--- src/rtl/core/rph_pkg.sv ---
// Shared constants, codes and types for the read position histogram.
package rph_pkg;

   // Store geometry
   localparam int NUM_CHROMS     = 32;
   localparam int BINS_PER_CHROM = 16384;
   localparam int DUMP_GROUP     = 16;
   localparam int CHROM_W        = $clog2(NUM_CHROMS);
   localparam int BIN_W          = $clog2(BINS_PER_CHROM);
   localparam int ADDR_W         = CHROM_W + BIN_W;
   localparam int STORE_DEPTH    = 2 ** ADDR_W;

   // Field widths
   localparam int REQ_TYPE_W  = 1;
   localparam int CHROM_IDX_W = 5;
   localparam int COORD_W     = 32;
   localparam int STRAND_W    = 2;
   localparam int GROUP_W     = 10;
   localparam int STATUS_W    = 3;
   localparam int START_W     = 33;
   localparam int VALUE_W     = 32;
   localparam int SUM_W       = VALUE_W + 1;

   // Configuration widths
   localparam int BS_W       = 21;
   localparam int SHIFT_W    = 31;
   localparam int WEIGHT_W   = 16;
   localparam int SKIP_W     = 6;
   localparam int CSR_IDX_W  = 2;
   localparam int CSR_DATA_W = 31;

   // Datapath widths
   localparam int POS_W      = COORD_W + 1;
   localparam int REM_W      = BS_W;
   localparam int DIV_CNT_W  = $clog2(POS_W + 1);
   localparam int PROD_W     = BIN_W + BS_W;
   localparam int SCAN_W     = GROUP_W + 6;
   localparam int SCAN_CNT_W = $clog2(DUMP_GROUP + 1);

   // Queue between front and back
   localparam int QUEUE_DEPTH = 2;
   localparam int QPTR_W      = (QUEUE_DEPTH > 1) ? $clog2(QUEUE_DEPTH) : 1;
   localparam int QCNT_W      = $clog2(QUEUE_DEPTH + 1);

   // Status codes
   localparam logic [STATUS_W-1:0] ST_COUNTED    = 3'd0;
   localparam logic [STATUS_W-1:0] ST_TOO_CLOSE  = 3'd1;
   localparam logic [STATUS_W-1:0] ST_SKIPPED    = 3'd2;
   localparam logic [STATUS_W-1:0] ST_BAD_STRAND = 3'd3;
   localparam logic [STATUS_W-1:0] ST_RANGE      = 3'd4;
   localparam logic [STATUS_W-1:0] ST_DUMP       = 3'd5;

   // Request kinds and strands
   localparam logic [REQ_TYPE_W-1:0] REQ_READ = 1'b0;
   localparam logic [REQ_TYPE_W-1:0] REQ_DUMP = 1'b1;
   localparam logic [STRAND_W-1:0] STRAND_PLUS  = 2'd0;
   localparam logic [STRAND_W-1:0] STRAND_MINUS = 2'd1;

   // Register indexes
   localparam logic [CSR_IDX_W-1:0] CSR_BIN_WIDTH     = 2'd0;
   localparam logic [CSR_IDX_W-1:0] CSR_SHIFT_AMOUNT  = 2'd1;
   localparam logic [CSR_IDX_W-1:0] CSR_READ_WEIGHT   = 2'd2;
   localparam logic [CSR_IDX_W-1:0] CSR_SKIPPED_CHROM = 2'd3;

   typedef struct packed {
      logic [BS_W-1:0]     bin_width;
      logic [SHIFT_W-1:0]  shift_amount;
      logic [WEIGHT_W-1:0] read_weight;
      logic [SKIP_W-1:0]   skipped_chrom;
   } cfg_type;

   // Classified work item; for a read, ST_COUNTED means go on to binning
   typedef struct packed {
      logic                is_dump;
      logic [STATUS_W-1:0] status;
      logic [CHROM_W-1:0]  chrom;
      logic                chrom_ok;
      logic [POS_W-1:0]    pos;
      logic [GROUP_W-1:0]  group;
   } work_type;

endpackage

--- src/rtl/core/rph_req_if.sv ---
// Request channel: valid/ready handshake with the record or dump payload.
interface rph_req_if;
   import rph_pkg::*;

   logic                   valid;
   logic                   ready;
   logic [REQ_TYPE_W-1:0]  req_type;
   logic [CHROM_IDX_W-1:0] chrom_index;
   logic [COORD_W-1:0]     read_start;
   logic [COORD_W-1:0]     read_end;
   logic [STRAND_W-1:0]    strand;
   logic [GROUP_W-1:0]     bin_group;

   modport source (output valid, req_type, chrom_index, read_start, read_end, strand,
                   bin_group, input ready);
   modport sink (input valid, req_type, chrom_index, read_start, read_end, strand,
                 bin_group, output ready);
endinterface

--- src/rtl/core/rph_front.sv ---
// Front end: takes request transfers, works out position and early status.
module rph_front (
   input  rph_pkg::cfg_type  cfg,
   input  logic              clearing,
   input  logic              q_full,
   output logic              q_push,
   output rph_pkg::work_type q_item,
   rph_req_if.sink           req
);
   import rph_pkg::*;

   logic chrom_ok;

   assign req.ready = !clearing && !q_full;
   assign q_push    = req.valid && req.ready;
   assign chrom_ok  = 32'(req.chrom_index) < NUM_CHROMS;

   always_comb begin
      q_item          = '0;
      q_item.is_dump  = (req.req_type == REQ_DUMP);
      q_item.chrom    = req.chrom_index[CHROM_W-1:0];
      q_item.chrom_ok = chrom_ok;
      q_item.group    = req.bin_group;
      q_item.status   = ST_COUNTED;
      // check order: skipped chromosome, range, strand, minus distance
      if ({1'b0, req.chrom_index} == cfg.skipped_chrom) begin
         q_item.status = ST_SKIPPED;
      end else if (!chrom_ok) begin
         q_item.status = ST_RANGE;
      end else if (req.strand == STRAND_PLUS) begin
         q_item.pos = POS_W'(req.read_start) + POS_W'(cfg.shift_amount);
      end else if (req.strand == STRAND_MINUS) begin
         if (req.read_end > COORD_W'(cfg.shift_amount)) begin
            q_item.pos = POS_W'(req.read_end - COORD_W'(cfg.shift_amount));
         end else begin
            q_item.status = ST_TOO_CLOSE;
         end
      end else begin
         q_item.status = ST_BAD_STRAND;
      end
   end

endmodule

--- src/flat_wrapper.sv ---
// flat-port wrapper written by rule: the top's interface ports become plain ports
module rph_front_flat import rph_pkg::*;
  (cfg, clearing, q_full, q_push, q_item, req_valid, req_req_type, req_chrom_index, req_read_start, req_read_end, req_strand, req_bin_group, req_ready);
  rph_req_if req_i ();
  input  rph_pkg::cfg_type cfg;
  input  logic clearing;
  input  logic q_full;
  output logic q_push;
  output rph_pkg::work_type q_item;
  input wire logic [$bits(req_i.valid)-1:0] req_valid;
  input wire logic [$bits(req_i.req_type)-1:0] req_req_type;
  input wire logic [$bits(req_i.chrom_index)-1:0] req_chrom_index;
  input wire logic [$bits(req_i.read_start)-1:0] req_read_start;
  input wire logic [$bits(req_i.read_end)-1:0] req_read_end;
  input wire logic [$bits(req_i.strand)-1:0] req_strand;
  input wire logic [$bits(req_i.bin_group)-1:0] req_bin_group;
  output wire logic [$bits(req_i.ready)-1:0] req_ready;
  assign req_i.valid = req_valid;
  assign req_i.req_type = req_req_type;
  assign req_i.chrom_index = req_chrom_index;
  assign req_i.read_start = req_read_start;
  assign req_i.read_end = req_read_end;
  assign req_i.strand = req_strand;
  assign req_i.bin_group = req_bin_group;
  assign req_ready = req_i.ready;
  rph_front u_core (.cfg(cfg), .clearing(clearing), .q_full(q_full), .q_push(q_push), .q_item(q_item), .req(req_i));
endmodule
--- config.mk ---
export PLATFORM = sky130hd
export DESIGN_NAME = rph_front_flat
export DESIGN_NICKNAME = d
export VERILOG_FILES = /design/src/rtl/core/rph_pkg.sv /design/src/rtl/core/rph_req_if.sv /design/src/rtl/core/rph_front.sv /design/src/flat_wrapper.sv
export SDC_FILE = /design/constraint.sdc
export NUM_CORES = 1
export LEC_CHECK = 0
export ABC_CLOCK_PERIOD_IN_PS = 6920
export BUFFER_PORTS_ARGS = -buffer_cell sky130_fd_sc_hd__buf_2
export CAP_MARGIN = 20
export CORE_UTILIZATION = 52
export DETAILED_ROUTE_END_ITERATION = 8
export PLACE_DENSITY = 0.95
export SETUP_SLACK_MARGIN = 0.4
export SLEW_MARGIN = 5
export SYNTH_ARGS = -nofsm -noshare
export SYNTH_HDL_FRONTEND = slang
export SYNTH_SLANG_ARGS = --single-unit
--- constraint.sdc ---
create_clock -name vclk -period 6.92
set_clock_uncertainty 0.1 [all_clocks]
set_input_delay 1.73 -clock vclk [all_inputs]
set_output_delay 1.73 -clock vclk [all_outputs]
set_load 0.05 [all_outputs]
**Word level (Yosys, flattened, before mapping)**

Index checks and enable logic that the tools add are counted.

- Add/sub/neg operators: 2
- $mul: 0
- Div/mod/pow operators: 0
- Order comparisons: 1
- Eq/ne operators: 2
- Shift operators: 0
- Mux-type cells: 8
- Bitwise logic cells: 0
- Reduce and logical (&&, ||, !) cells: 5

Operators with widths:

| operator | count |
|---|---|
| $mux W33 | 4 |
| $add A32 B31 Y33 | 1 |
| $sub A32 B31 Y33 | 1 |
| $gt A32 B31 Y1 | 1 |
| $eq A5 B6 Y1 | 1 |
| $mux W3 | 2 |
| $eq A2 B1 Y1 const B | 1 |
| $logic_and A1 B1 Y1 | 2 |
| $logic_not A1 Y1 | 2 |
| $logic_not A2 Y1 | 1 |
| $mux W2 | 1 |
| $mux W1 | 1 |

- Bits in registers: 0
- Bits in latches: 0
- Bits in writable memories: 0
- Memory bits (read-only): 0
- Input bits: 159
- Word-level logic and storage cells: 18
- Memories kept: 0

**Longest topological paths before layout**

- Depth after elaboration: 5
- Depth in mapped cells: 13

**Least setup slack after synthesis**

OpenSTA, ideal clock, no wires.

- Kind: input to output
- Start: in req_read_start[0]
- End: out q_item[42] (netlist name)
- Arrival time: 5.172 ns
- Data required time: 5.090 ns
- Setup slack: -0.082 ns
- Stages: 12
- Path through: ha_1 -> inv_1 -> fa_1 -> nor2b_1 -> o31ai_2 -> a2111oi_2 -> o2111ai_2 -> a31oi_1 -> a221o_1 -> a21oi_2 -> and3_1 -> nor4_1

RTL lines:

| element | RTL line | source |
|---|---|---|
| start, declared | flat_wrapper.sv:13 | `input wire logic [$bits(req_i.read_start)-1:0] req_read_start;` |
| end, declared | flat_wrapper.sv:9 | `output rph_pkg::work_type q_item;` |

==> results by group <==
Worst hold path
  – HP Class: in -> out
  – Hold Crit Start: req_bin_group[3]

Placement
  – Final HPWL DP: 10100 µm
  – Routability congestion estimate: 0.938
  – Placed cell areas: 4830 µm²
  – PortBufs: 153

Final layout
  – Sequential cells: 0
  – CLK BUF: 0
  – Area growth syn-to-layout: 20.1%
  – Filler Cell Count: 698
  – Ant. Diodes: 0
  – Reg area: 0 µm²
  – Fin nets: 950
  – Post-route cell area: 4970 µm²
  – Layout cell share with drive strength beyond 1: 0.269

Die
  – Die W: 91.2 µm
  – Die ar.: 8320 µm²
  – Core Region: 7730 µm²
  – Row cnt: 32
  – Top Ports: 214
  – Height of the chip: 91.2 µm
  – Initial Util: 0.535

Timing
  – Maximum clock rate: 156 MHz
  – RSZ-0062 raised after global routing: false
  – Slew HR: 0.580
  – Worst Max-Slew Pin Slew: 0.625 ns
  – Final setup fails: 0
  – Final Hold Violating Endpoints: 0
  – Final slew viol count: 0
  – Minimum clock period: 6.41 ns
  – Setup TNS: 0 ns
  – Final worst path period share: 0.926

Route
  – Post-route antenna net violation count: 0
  – Drt drc: 0
  – DRT Wirelength: 12400 µm
  – Via total after detailed routing: 5021
  – Drt first pass iters: 5
  – DR vias/cell: 6.07
  – WL per Instance: 15.0 µm
  – First DRT Iteration DRCs: 337

Global route
  – Met2 Usage GRT: 0.499
  – Largest net degree at the start of global routing: 24
  – First-pass GRT wire length: 19700 µm
  – Met3 Use GR: 0.0193
  – Initial antenna violation count: 0
  – Global route hottest layer: met2
  – GR Layer Usage met1: 0.350
  – Remaining Overflow, GRT: 0
  – Vias in the first global route: 4653
  – GRT Total Usage: 0.275

Logic synthesis
  – Count leader, synth: ha_1
  – Synth top area cells: ha_1, xnor2_1, a21o_1
  – Synthesized cell area: 4140 µm²
  – Post-synth top area cell: ha_1
  – Ys Warns: 0
  – Syn Inst Count: 607
  – Average size of a mapped cell: 6.82 µm²
  – Register area share after synthesis: 0
  – Top cell type's share of synthesized area: 0.187
  – Synth cell types: 75
  – Syn Nets: 830
  – Top cells by count, synth: ha_1, nor2_1, a21oi_1, inv_1, a21o_1

CTS
  – Cts hold-fix bufs: 0

Pwr
  – Pwr per Cell Area: 115 nW/µm²
  – Maximum VDD drop: 0.0000546 V
  – Leak Pwr: 2.60 nW

Flow run
  – Max-cap violations: 0

Worst setup path
  – WP data required: 5.09 ns
  – Startpoint types: input port
  – Crit end category: output pin
  – Crit Path Max Fanout: 3
  – Worst Setup SP: req_read_start[0]
  – CP Data Arrival Time: 4.58 ns
  – Crit path kind: in -> out

Status
  – Status: finished clean
## path summary, 6_finish.rpt
| path | slack (ns) | end | depth (start not counted) |
|---|---|---|---|
| worst max-delay path | 0.51 | q_item[42] | 14 |
| worst min-delay path | 3.36 | q_item[3] | 0 |
## worst max-delay path, stage by stage
cell	delay (ns)
buf_2	0.10
ha_4	0.13
inv_2	0.04
fa_2	0.41
nor2b_4	0.15
o31ai_4	0.10
a2111oi_4	0.47
o2111ai_2	0.24
a31oi_2	0.28
a221o_1	0.20
a21oi_2	0.08
and3_4	0.19
nor4_4	0.25
buf_6	0.19
## layer usage
metal	vias to the layer above	share of wire
met5	-	0
met1	2280	0.43
met2	269	0.48
li1	2438	-
met4	0	0.024
met3	34	0.071
## cells in the final DEF, fill, tap and decap left out, drive strengths merged, types with 4 or more instances in the layout
| cell type | instances |
|---|---|
| a31oi | 10 |
| a21oi | 51 |
| nor3 | 11 |
| o22ai | 12 |
| o21ai | 32 |
| a21o | 39 |
| nand2b | 8 |
| nor2 | 59 |
| and2 | 5 |
| a211oi | 7 |
| inv | 49 |
| a311oi | 4 |
| ha | 62 |
| a22oi | 16 |
| xor2 | 22 |
| buf | 160 |
| nand4 | 12 |
| xnor2 | 37 |
| nand3 | 12 |
| or3 | 4 |
| and3 | 5 |
| o21bai | 7 |
| nand2 | 37 |
| nor2b | 10 |
## final cells by class
cell class         count  area [µm²]  area share
repair buffers       162         853       0.172
inverters             49         184      0.0370
well taps            102         128      0.0257
multi-input cells    514        3810       0.766
## power by group
group          leakage (nW)  internal, W  switching (W)
combinational          2.60     0.000215       0.000358
sequential                0            0              0
clock                     0            0              0
## stage by stage
step | instances | setup WS, ns | power (W) | hold slack [ns] | utilization
6_report | 827 | 0.512 | 0.000573 | 3.36 | 0.643
5_1_grt | 827 | 0.376 | 0.000617 | 3.36 | 0.643
4_1_cts | 823 | 0.435 | 0.000552 | 3.36 | 0.627
3_5_place_dp | 823 | 0.277 | 0.000548 | 3.36 | 0.625
3_3_place_gp | 823 | 0.353 | 0.000538 | 3.36 | 0.625
2_1_floorplan | 607 | 0.494 | 0.000440 | 3.53 | -
## logic make-up after synthesis
| kind of cell | Yosys count | share of synthesized area |
|---|---|---|
| compound gates | 214 | 0.363 |
| xor+xnor | 59 | 0.125 |
| fa+ha+maj | 64 | 0.197 |
| buf+inv | 93 | 0.104 |
| mux | 1 | 0.00363 |
| other cells | 2 | 0.00182 |
| simple gates | 174 | 0.205 |
## repair_timing
action,CTS,global route
gates resized for setup,3,24
setup buffers,0,4
endpoints found under the setup margin,12,27
pin swaps,0,11
cloned,0,0
(Power assumes the default switching activity.)
