### src/rtl/core/rph_pkg.sv
// Shared constants, codes and types for the read position histogram.
package rph_pkg;

   // Store geometry
   localparam int NUM_CHROMS     = 32;
   localparam int BINS_PER_CHROM = 16384;
   localparam int DUMP_GROUP     = 16;
   localparam int CHROM_W        = $clog2(NUM_CHROMS);
   localparam int BIN_W          = $clog2(BINS_PER_CHROM);
   localparam int ADDR_W         = CHROM_W + BIN_W;
   localparam int STORE_DEPTH    = 2 ** ADDR_W;

   // Field widths
   localparam int REQ_TYPE_W  = 1;
   localparam int CHROM_IDX_W = 5;
   localparam int COORD_W     = 32;
   localparam int STRAND_W    = 2;
   localparam int GROUP_W     = 10;
   localparam int STATUS_W    = 3;
   localparam int START_W     = 33;
   localparam int VALUE_W     = 32;
   localparam int SUM_W       = VALUE_W + 1;

   // Configuration widths
   localparam int BS_W       = 21;
   localparam int SHIFT_W    = 31;
   localparam int WEIGHT_W   = 16;
   localparam int SKIP_W     = 6;
   localparam int CSR_IDX_W  = 2;
   localparam int CSR_DATA_W = 31;

   // Datapath widths
   localparam int POS_W      = COORD_W + 1;
   localparam int REM_W      = BS_W;
   localparam int DIV_CNT_W  = $clog2(POS_W + 1);
   localparam int PROD_W     = BIN_W + BS_W;
   localparam int SCAN_W     = GROUP_W + 6;
   localparam int SCAN_CNT_W = $clog2(DUMP_GROUP + 1);

   // Queue between front and back
   localparam int QUEUE_DEPTH = 2;
   localparam int QPTR_W      = (QUEUE_DEPTH > 1) ? $clog2(QUEUE_DEPTH) : 1;
   localparam int QCNT_W      = $clog2(QUEUE_DEPTH + 1);

   // Status codes
   localparam logic [STATUS_W-1:0] ST_COUNTED    = 3'd0;
   localparam logic [STATUS_W-1:0] ST_TOO_CLOSE  = 3'd1;
   localparam logic [STATUS_W-1:0] ST_SKIPPED    = 3'd2;
   localparam logic [STATUS_W-1:0] ST_BAD_STRAND = 3'd3;
   localparam logic [STATUS_W-1:0] ST_RANGE      = 3'd4;
   localparam logic [STATUS_W-1:0] ST_DUMP       = 3'd5;

   // Request kinds and strands
   localparam logic [REQ_TYPE_W-1:0] REQ_READ = 1'b0;
   localparam logic [REQ_TYPE_W-1:0] REQ_DUMP = 1'b1;
   localparam logic [STRAND_W-1:0] STRAND_PLUS  = 2'd0;
   localparam logic [STRAND_W-1:0] STRAND_MINUS = 2'd1;

   // Register indexes
   localparam logic [CSR_IDX_W-1:0] CSR_BIN_WIDTH     = 2'd0;
   localparam logic [CSR_IDX_W-1:0] CSR_SHIFT_AMOUNT  = 2'd1;
   localparam logic [CSR_IDX_W-1:0] CSR_READ_WEIGHT   = 2'd2;
   localparam logic [CSR_IDX_W-1:0] CSR_SKIPPED_CHROM = 2'd3;

   typedef struct packed {
      logic [BS_W-1:0]     bin_width;
      logic [SHIFT_W-1:0]  shift_amount;
      logic [WEIGHT_W-1:0] read_weight;
      logic [SKIP_W-1:0]   skipped_chrom;
   } cfg_type;

   // Classified work item; for a read, ST_COUNTED means go on to binning
   typedef struct packed {
      logic                is_dump;
      logic [STATUS_W-1:0] status;
      logic [CHROM_W-1:0]  chrom;
      logic                chrom_ok;
      logic [POS_W-1:0]    pos;
      logic [GROUP_W-1:0]  group;
   } work_type;

endpackage

### src/rtl/core/rph_queue.sv
// Short queue of classified items between front and back.
module rph_queue (
   input  logic              clock,
   input  logic              reset,
   input  logic              push,
   input  rph_pkg::work_type push_item,
   input  logic              pop,
   output logic              full,
   output logic              valid,
   output rph_pkg::work_type head_item
);
   import rph_pkg::*;

   work_type            entries_ff [QUEUE_DEPTH];
   logic [QPTR_W-1:0]   wr_ptr_ff, wr_ptr_in;
   logic [QPTR_W-1:0]   rd_ptr_ff, rd_ptr_in;
   logic [QCNT_W-1:0]   count_ff, count_in;

   assign full      = (count_ff == QCNT_W'(QUEUE_DEPTH));
   assign valid     = (count_ff != '0);
   assign head_item = entries_ff[rd_ptr_ff];

   always_comb begin
      wr_ptr_in = wr_ptr_ff;
      rd_ptr_in = rd_ptr_ff;
      count_in  = count_ff;
      if (push) begin
         wr_ptr_in = (wr_ptr_ff == QPTR_W'(QUEUE_DEPTH - 1)) ? '0 : wr_ptr_ff + 1'b1;
      end
      if (pop) begin
         rd_ptr_in = (rd_ptr_ff == QPTR_W'(QUEUE_DEPTH - 1)) ? '0 : rd_ptr_ff + 1'b1;
      end
      case ({push, pop})
         2'b10:   count_in = count_ff + 1'b1;
         2'b01:   count_in = count_ff - 1'b1;
         default: count_in = count_ff;
      endcase
   end

   always_ff @(posedge clock) begin
      if (reset) begin
         wr_ptr_ff <= '0;
         rd_ptr_ff <= '0;
         count_ff  <= '0;
      end else begin
         wr_ptr_ff <= wr_ptr_in;
         rd_ptr_ff <= rd_ptr_in;
         count_ff  <= count_in;
      end
   end

   always_ff @(posedge clock) begin
      if (push) begin
         entries_ff[wr_ptr_ff] <= push_item;
      end
   end

   a_no_pop_empty: assert property (@(posedge clock) disable iff (reset)
      pop |-> valid)
      else $error("queue pop while empty");

endmodule

### config.mk
export PLATFORM = sky130hd
export DESIGN_NAME = rph_queue
export DESIGN_NICKNAME = d
export VERILOG_FILES = /design/src/rtl/core/rph_pkg.sv /design/src/rtl/core/rph_queue.sv
export SDC_FILE = /design/constraint.sdc
export NUM_CORES = 1
export LEC_CHECK = 0
export BUFFER_PORTS_ARGS = -buffer_cell sky130_fd_sc_hd__buf_2
export CAP_MARGIN = 30
export CELL_PAD_IN_SITES_DETAIL_PLACEMENT = 1
export CELL_PAD_IN_SITES_GLOBAL_PLACEMENT = 1
export CORE_MARGIN = 2
export CORE_UTILIZATION = 43
export DETAILED_ROUTE_END_ITERATION = 10
export PLACE_DENSITY = 0.79
export SYNTH_ARGS = -nofsm -noshare
export SYNTH_HDL_FRONTEND = slang
export SYNTH_SLANG_ARGS = --single-unit
### constraint.sdc
create_clock -name clock -period 4.2 [get_ports clock]
set_clock_uncertainty 0.1 [all_clocks]
set_input_delay 0.42 -clock clock [delete_from_list [all_inputs] [get_ports clock]]
set_output_delay 0.42 -clock clock [all_outputs]
set_load 0.03 [all_outputs]
## Word level (Yosys, flattened, before mapping)

Memories as Yosys holds them, arrays and structs flattened. A register that Yosys moved wholly into a read port is not among the register bits.
Cells that the tools add are included.

| word-level totals | value |
|---|---|
| register bits after elaboration | 4 |
| memory bits (writable) | 106 |
| bits of input ports | 57 |
| output and inout port bits | 55 |
| logic and storage cells | 20 |
| memories | 1 |

Memories:

| name | words | width | rd ports | clocked after memory_dff | wr ports | line | source |
|---|---|---|---|---|---|---|---|
| entries_ff | 2 | 53 | 1 | 1 | 1 | rph_queue.sv:14 | `work_type entries_ff [QUEUE_DEPTH];` |

| cells by class | value |
|---|---|
| add/sub/neg operators | 4 |
| eq/ne operators | 3 |
| muxes and demuxes | 7 |
| reductions and logical operators | 2 |

Operators by type and width:

| operator | count |
|---|---|
| $mux W1 | 6 |
| $eq A2 B2 Y1 const B | 2 |
| $pmux W2 S2 | 1 |
| $reduce_bool A2 Y1 | 2 |
| $add A1 B1 Y1 const B | 2 |
| $add A2 B1 Y2 const B | 1 |
| $eq A2 B1 Y1 const B | 1 |
| $sub A2 B1 Y2 const B | 1 |

## Logic depth before layout (Yosys ltp)

Gate-level depths: netlist of the first run.

| depth | value |
|---|---|
| depth in word-level cells | 4 |
| gate-level depth with buffers | 5 |
| gate-level depth less buffers | 5 |

## Worst setup path after synthesis of the first run

No wires, ideal clock.

| path | value |
|---|---|
| kind | input-to-reg |
| from | in push |
| to | mem entries_ff[0][0] (netlist bit) (enable) |
| library setup time | 465 ps |
| arrival time | 2703 ps |
| data required time | 3635 ps |
| slack | 932 ps |
| stages on the path | 2 |
| path buffers | 0 |
| cell sequence | inv_1 -> nor2_1 |

| on the way | value |
|---|---|
| word-level cells in the longest chain between the ends | 2 |

RTL lines:

| element | line | source |
|---|---|---|
| start, declared | rph_queue.sv:5 | `input logic push,` |
| $mux W1 | rph_queue.sv:53 | `if (push) begin` |
| $mux W1 (not written as such) | rph_queue.sv:54 | `entries_ff[wr_ptr_ff] <= push_item;` |
| end, declared | rph_queue.sv:14 |  |

No other way between the ends.

==> flow_metrics.py, run 1 <==
metrics = {
    "sta": {
        "maxSlewHeadroom_pct": 43.9,
        "grt_setup_unrepaired": "false",
        "finalSetupViolCount": 0,
        "fmax_ghz": 0.463,
        "worst_pin_slew_ns": 0.842,
        "final.period_utilization_pct": 51.4,
        "setup_tns_ns": 0,
        "drv_slew": 0,
        "finalHoldViolCount": 0,
        "layout_min_cycle_time_ns": 2.16,
    },
    "finish": {
        "drive_gt1_share_pct": 59.7,
        "fillers": 876,
        "antenna_cells": 0,
        "ff_latch_area_um2": 3280,
        "multi_input_area_um2": 709,
        "final_common_cell": "buf_2",
        "layout.nets": 365,
        "layout_common_cells": "buf_2, edfxtp_1, mux2_2",
        "area_growth_pct": 22.8,
    },
    "global_routing": {
        "grt_pass1_vias": 2240,
        "track_usage_pct": 14.5,
        "antenna_found_initial": 0,
        "grt.overflow.total": 0,
        "grt_pass1_wl_um": 10900,
        "grt_max_degree": 40,
    },
    "clock_tree": {
        "clockBufferDepth": 2,
        "clock-sinks": 111,
        "hold_buffers": 0,
        "htree_levels": 3,
        "cts-buffers-inserted": 9,
        "cts.repair.resized": 0,
        "clkTransAtPathRegs_ns": 0.10,
        "root_buffer": "clkbuf_8",
        "cts_setup_buffers": 0,
        "tritoncts": "done",
        "clk_latency_ns": 0.35,
    },
    "synthesis": {
        "ys_types": 15,
        "syn_inst": 187,
        "synth_fp_nets": 245,
        "synth_area_leaders": "edfxtp_1, mux2_2, dfxtp_1",
        "synth_top_area_share_pct": 79.2,
        "synth_seq_cells": 111,
        "yosysSeqAreaShare_pct": 81.7,
        "synth_area_um2": 4020,
        "yosysWarnings": 0,
        "avgSynthCellArea_um2": 21.5,
        "synth_top_cell_by_area": "edfxtp_1",
    },
    "floorplan": {
        "die_area_um2": 10100,
        "io-pin-count": 112,
        "chipHeight_um": 101,
        "core_um2": 9150,
        "die_w_um": 101,
        "start_util_pct": 43.9,
        "num_rows": 35,
    },
    "power_and_ir_drop": {
        "p_leak_nw": 1.84,
        "ir_worst_vdd_mv": 0.213,
        "power_mw": 2.32,
        "p_per_area_nw_per_um2": 470,
    },
    "worst_hold_path": {
        "hold_start": "push_item[32]",
        "hp-class": "primary input to register",
        "worstHoldPathCells": 1,
    },
    "critical_path": {
        "r2r_setup_slack_ns": 2.17,
        "endpoint_kind": "output pin",
        "cp.arrival_ns": 1.64,
        "reg2regPathDepth": 2,
        "reg2reg_to": "entries_ff[1][49]$_DFFE_PP_",
        "crit_end": "head_item[6]",
        "r2r_start": "wr_ptr_ff$_SDFFE_PP0P_",
        "crit_type": "register to output pin",
        "critical_path_required_ns": 3.68,
        "crit_path_start_kind": "register",
        "path_max_fanout": 35,
    },
    "placement": {
        "hpwlAfterDp_um": 4970,
        "portBuffers": 111,
        "gp_congestion": 0.675,
    },
    "job": {
        "max-cap-violations": 0,
    },
    "run_status": {
        "status": "finished clean",
    },
    "routing": {
        "drtIter0Drc": 50,
        "num_vias": 2067,
        "post-route-drc-count": 0,
        "drtAntennaViolNets": 0,
        "wl_um": 7190,
        "avgRoutedWirePerCell_um": 17.1,
        "drt-vias-per-instance": 4.91,
        "first_pass_iters": 4,
    },
}
==> worst min-delay path by stage <==
stage                                  end  slack (ns)
2_1_floorplan     count_ff[1]$_SDFFE_PP0P_        0.36
3_3_place_gp      count_ff[1]$_SDFFE_PP0P_        0.38
3_5_place_dp                      register        0.41
4_1_cts         entries_ff[1][0]$_DFFE_PP_        0.13
5_1_grt        entries_ff[0][32]$_DFFE_PP_        0.11
6_report       entries_ff[0][32]$_DFFE_PP_        0.14
==> power breakdown <==
part	internal, mW	total (mW)	switching, mW
sequential	1.29	1.31	0.0217
clock	0.326	0.653	0.327
combinational	0.129	0.357	0.228
total	1.74	2.32	0.577
==> synthesized netlist by cell type (all sizes together) <==
library cell  instances
inv                   1
edfxtp              106
xor2                  1
ha                    1
dfxtp                 5
and2                  1
xnor2                 3
o21ai                 1
nor2                  5
a21oi                 1
or2                   1
mux2                 53
or3                   1
and2b                 1
buf                   6
==> per-layer routing <==
| layer | track usage (%) | routed length, um |
|---|---|---|
| met4 | 6.64 | 95 |
| met3 | 4.09 | 402 |
| met5 | 0 | 0 |
| met1 | 16.8 | 2950 |
| met2 | 25.0 | 3750 |
==> per-stage QoR <==
step | utilization, % | cells | cell area, um2 | setup WS, ns | hold WS (ns)
after floorplan | - | 187 | 4020 | 0.932 | 0.356
after global placement | 51.5 | 406 | 4710 | 1.79 | 0.383
after detailed placement | 51.7 | 407 | 4730 | 2.04 | 0.414
after CTS | 53.9 | 421 | 4930 | 2.00 | 0.125
after global routing | 53.9 | 421 | 4930 | 1.95 | 0.111
final | 53.9 | 421 | 4930 | 2.04 | 0.141
==> cells by family (layout without fill, tap and decap cells) <==
group	count (synthesis)	after routing	synth area share, %
XOR/XNOR	4	4	0.872
AO/OA/AOI/OAI	2	2	0.249
adder cells (fa/ha/maj)	1	1	0.311
buffers and inverters	7	130	0.841
AND/OR/NAND/NOR	9	9	1.15
flip-flops	111	111	81.7
multiplexers	53	53	14.9
==> worst max-delay path: stages, from the launching register on <==
cell,delay [ns]
dfxtp_2,0.46
buf_12,0.25
mux2_2,0.37
buf_2,0.18
==> sequential cells by signal, indices dropped and copies added, names as in the netlist, named ones only <==
name,cells
entries_ff,106
count_ff,2
rd_ptr_ff,1
wr_ptr_ff,1
==> area by class of cell <==
cell class,instances,share of cell area [%]
Clock buffer,9,2.51
Clock inverter,5,1.52
Inverter,1,0.0761
Multi-Input combinational cell,69,14.4
Sequential cell,111,66.6
Tap cell,111,2.82
Timing Repair Buffer,115,12.1
Power figures use the tool's default switching activity.
==> run 2, diff against run 1 <==
==> constraint.sdc (replaced) <==
create_clock -name clock -period 2 [get_ports clock]
set_clock_uncertainty 0.1 [all_clocks]
set_input_delay 0.2 -clock clock [delete_from_list [all_inputs] [get_ports clock]]
set_output_delay 0.2 -clock clock [all_outputs]
set_load 0.03 [all_outputs]
==> run 2 against run 1 <==
Compared with the run above: clock power grew 79%; setup slack got worse by 1.9 ns; die area is the same; sequential share of layout area fell by 6.4 points; non-clock buffer count increased by 55; worst hold slack got worse by 0.11 ns.
==> flow_metrics.py, run 2 (synthesis gave the netlist of run 1 again) <==
metrics = {
    "run_status": {
        "status": "finished clean",
    },
    "finish": {
        "largest_reg_flops": 106,
        "ff_latch_area_um2": 3280,
        "multi_input_area_um2": 709,
        "area_growth_pct": 35.8,
        "layout_common_cells": "buf_2, edfxtp_1, dlygate4sd3_1",
        "final_common_cell": "buf_2",
        "top_regs": "entries_ff (106), count_ff (2)",
        "layout.nets": 420,
        "drive_gt1_share_pct": 51.5,
        "fillers": 850,
        "final_area_um2": 5450,
        "antenna_cells": 0,
        "top_register": "entries_ff",
    },
    "worst_hold_path": {
        "whs_endpoint": "wr_ptr_ff$_SDFFE_PP0P_",
        "hold_start": "push",
        "worstHoldPathCells": 3,
        "hp-class": "primary input to register",
    },
    "critical_path": {
        "path_max_fanout": 53,
        "crit_type": "register to output pin",
        "r2r_setup_slack_ns": 0.60,
        "r2r_start": "wr_ptr_ff$_SDFFE_PP0P_",
        "critical_path_required_ns": 1.70,
        "reg2regPathDepth": 2,
        "endpoint_kind": "output pin",
        "cp.arrival_ns": 1.56,
        "slowest_delay_ns": 0.39,
        "crit_chain": "buf_12, mux2_2, buf_2",
        "reg2reg_to": "entries_ff[1][10]$_DFFE_PP_",
        "slowest_stage": "mux2_2",
        "crit_path_start_kind": "register",
    },
    "power_and_ir_drop": {
        "p_per_area_nw_per_um2": 872,
        "p_comb_share_pct": 17.7,
        "p_seq_share_pct": 57.6,
        "switchingPower_mw": 1.26,
        "p_leak_nw": 2.07,
        "pwr-share-clk_pct": 24.6,
        "ir_worst_vdd_mv": 0.451,
        "p_int_mw": 3.50,
        "swShare_pct": 26.4,
    },
    "sta": {
        "layout_min_cycle_time_ns": 1.86,
        "setup_tns_ns": 0,
        "final.period_utilization_pct": 93.2,
        "finalSetupViolCount": 0,
        "drv_slew": 0,
        "worst_pin_slew_ns": 0.396,
        "finalHoldViolCount": 0,
        "grt_setup_unrepaired": "false",
        "maxSlewHeadroom_pct": 73.6,
        "fmax_ghz": 0.536,
    },
    "routing": {
        "num_vias": 2250,
        "post-route-drc-count": 0,
        "wl_um": 7690,
        "drtIter0Drc": 46,
        "drt-vias-per-instance": 4.71,
        "avgRoutedWirePerCell_um": 16.1,
        "drtAntennaViolNets": 0,
        "first_pass_iters": 4,
    },
    "placement": {
        "hpwlAfterDp_um": 4650,
        "gp_congestion": 0.688,
        "dpl-instance-area_um2": 4740,
        "portBuffers": 111,
    },
    "floorplan": {
        "die_area_um2": 10100,
        "core_um2": 9150,
        "die_w_um": 101,
        "start_util_pct": 43.9,
        "chipHeight_um": 101,
        "io-pin-count": 112,
        "num_rows": 35,
    },
    "clock_tree": {
        "root_buffer": "clkbuf_8",
        "clk_latency_ns": 0.35,
        "tritoncts": "done",
        "clkTransAtPathRegs_ns": 0.09,
        "cts_setup_buffers": 0,
        "clock-sinks": 111,
        "htree_levels": 3,
        "cts-buffers-inserted": 9,
        "clockBufferDepth": 2,
    },
    "job": {
        "max-cap-violations": 0,
    },
    "global_routing": {
        "track_usage_pct": 15.6,
        "grt.overflow.total": 0,
        "grt_pass1_wl_um": 12000,
        "grt_max_degree": 54,
        "antenna_found_initial": 0,
        "grt_pass1_vias": 2546,
    },
}
-- run 2: cell count changes in the layout (fill, tap and decap cells not counted) --
cell           before  now
clkinv_4            0    1
clkinv_1            2    1
inv_6               0    2
bufinv_16           2    0
clkinv_2            0    2
dlygate4sd3_1       0   54
buf_4               3    4
-- run 2: final cells by class --
| cell class | instances | share of cell area, % |
|---|---|---|
| sequential | 111 | 60.2 |
| timing repair buffer | 170 | 21.0 |
| multi-input combinational | 69 | 13.0 |
| tap | 111 | 2.55 |
| clock buffer | 9 | 2.27 |
| clock inverter | 7 | 0.872 |
| inverter | 1 | 0.0688 |
-- run 2: timing repair --
item                                    in CTS  in global routing
hold endpoints to repair                   111                  0
hold buffers                                54                  0
endpoints found under the setup margin       0                  0
resized for setup                            0                  0
-- run 2: how the worst max path moves through the flow --
stage / end / slack (ns) / cells past startpoint
final: head_item[41] / 0.14 / 3
after global routing: head_item[14] / 0.05 / 3
after CTS: head_item[35] / 0.09 / 3
after detailed placement: head_item[41] / 0.50 / 3
after global placement: head_item[41] / 0.50 / 3
after floorplan: entries_ff[0][0]$_DFFE_PP_ / 0.35 / 1
-- run 2: power by group through the flow --
stage / Combinational [mW] / Sequential, mW / Clock, mW
floorplan: 0.523 / 2.78 / 0
global placement: 0.757 / 2.79 / 0
detailed placement: 0.768 / 2.80 / 0
CTS: 0.854 / 2.74 / 1.23
global route: 0.899 / 2.76 / 1.30
finish: 0.843 / 2.74 / 1.17
-- run 2: metal layers --
metal / GRT usage, % / vias to the layer above / part of all wire (%)
met2: 29.1 / 63 / 54
met5: 0 / - / 0
li1: - / 1076 / -
met3: 4.85 / 10 / 5.0
met1: 17.0 / 1101 / 40
met4: 4.32 / 0 / 1.1
-- run 2: worst max-delay path, delay by kind of cell, from the launching register on --
kind | cells | cell delay (ns)
muxes | 1 | 0.39
DFF | 1 | 0.35
buffers and inverters | 2 | 0.47
-- run 2: stage by stage --
| stage | hold WS (ns) | util, % | total power [mW] | cells | setup WS [ns] |
|---|---|---|---|---|---|
| after detailed placement | 0.292 | 51.8 | 3.57 | 408 | 0.500 |
| after CTS | 0.0166 | 59.6 | 4.83 | 478 | 0.0947 |
| final | 0.0296 | 59.6 | 4.76 | 478 | 0.135 |
| after floorplan | 0.169 | - | 3.31 | 187 | 0.348 |
| after global routing | 0.0275 | 59.6 | 4.96 | 478 | 0.0504 |
| after global placement | 0.287 | 51.8 | 3.54 | 408 | 0.496 |
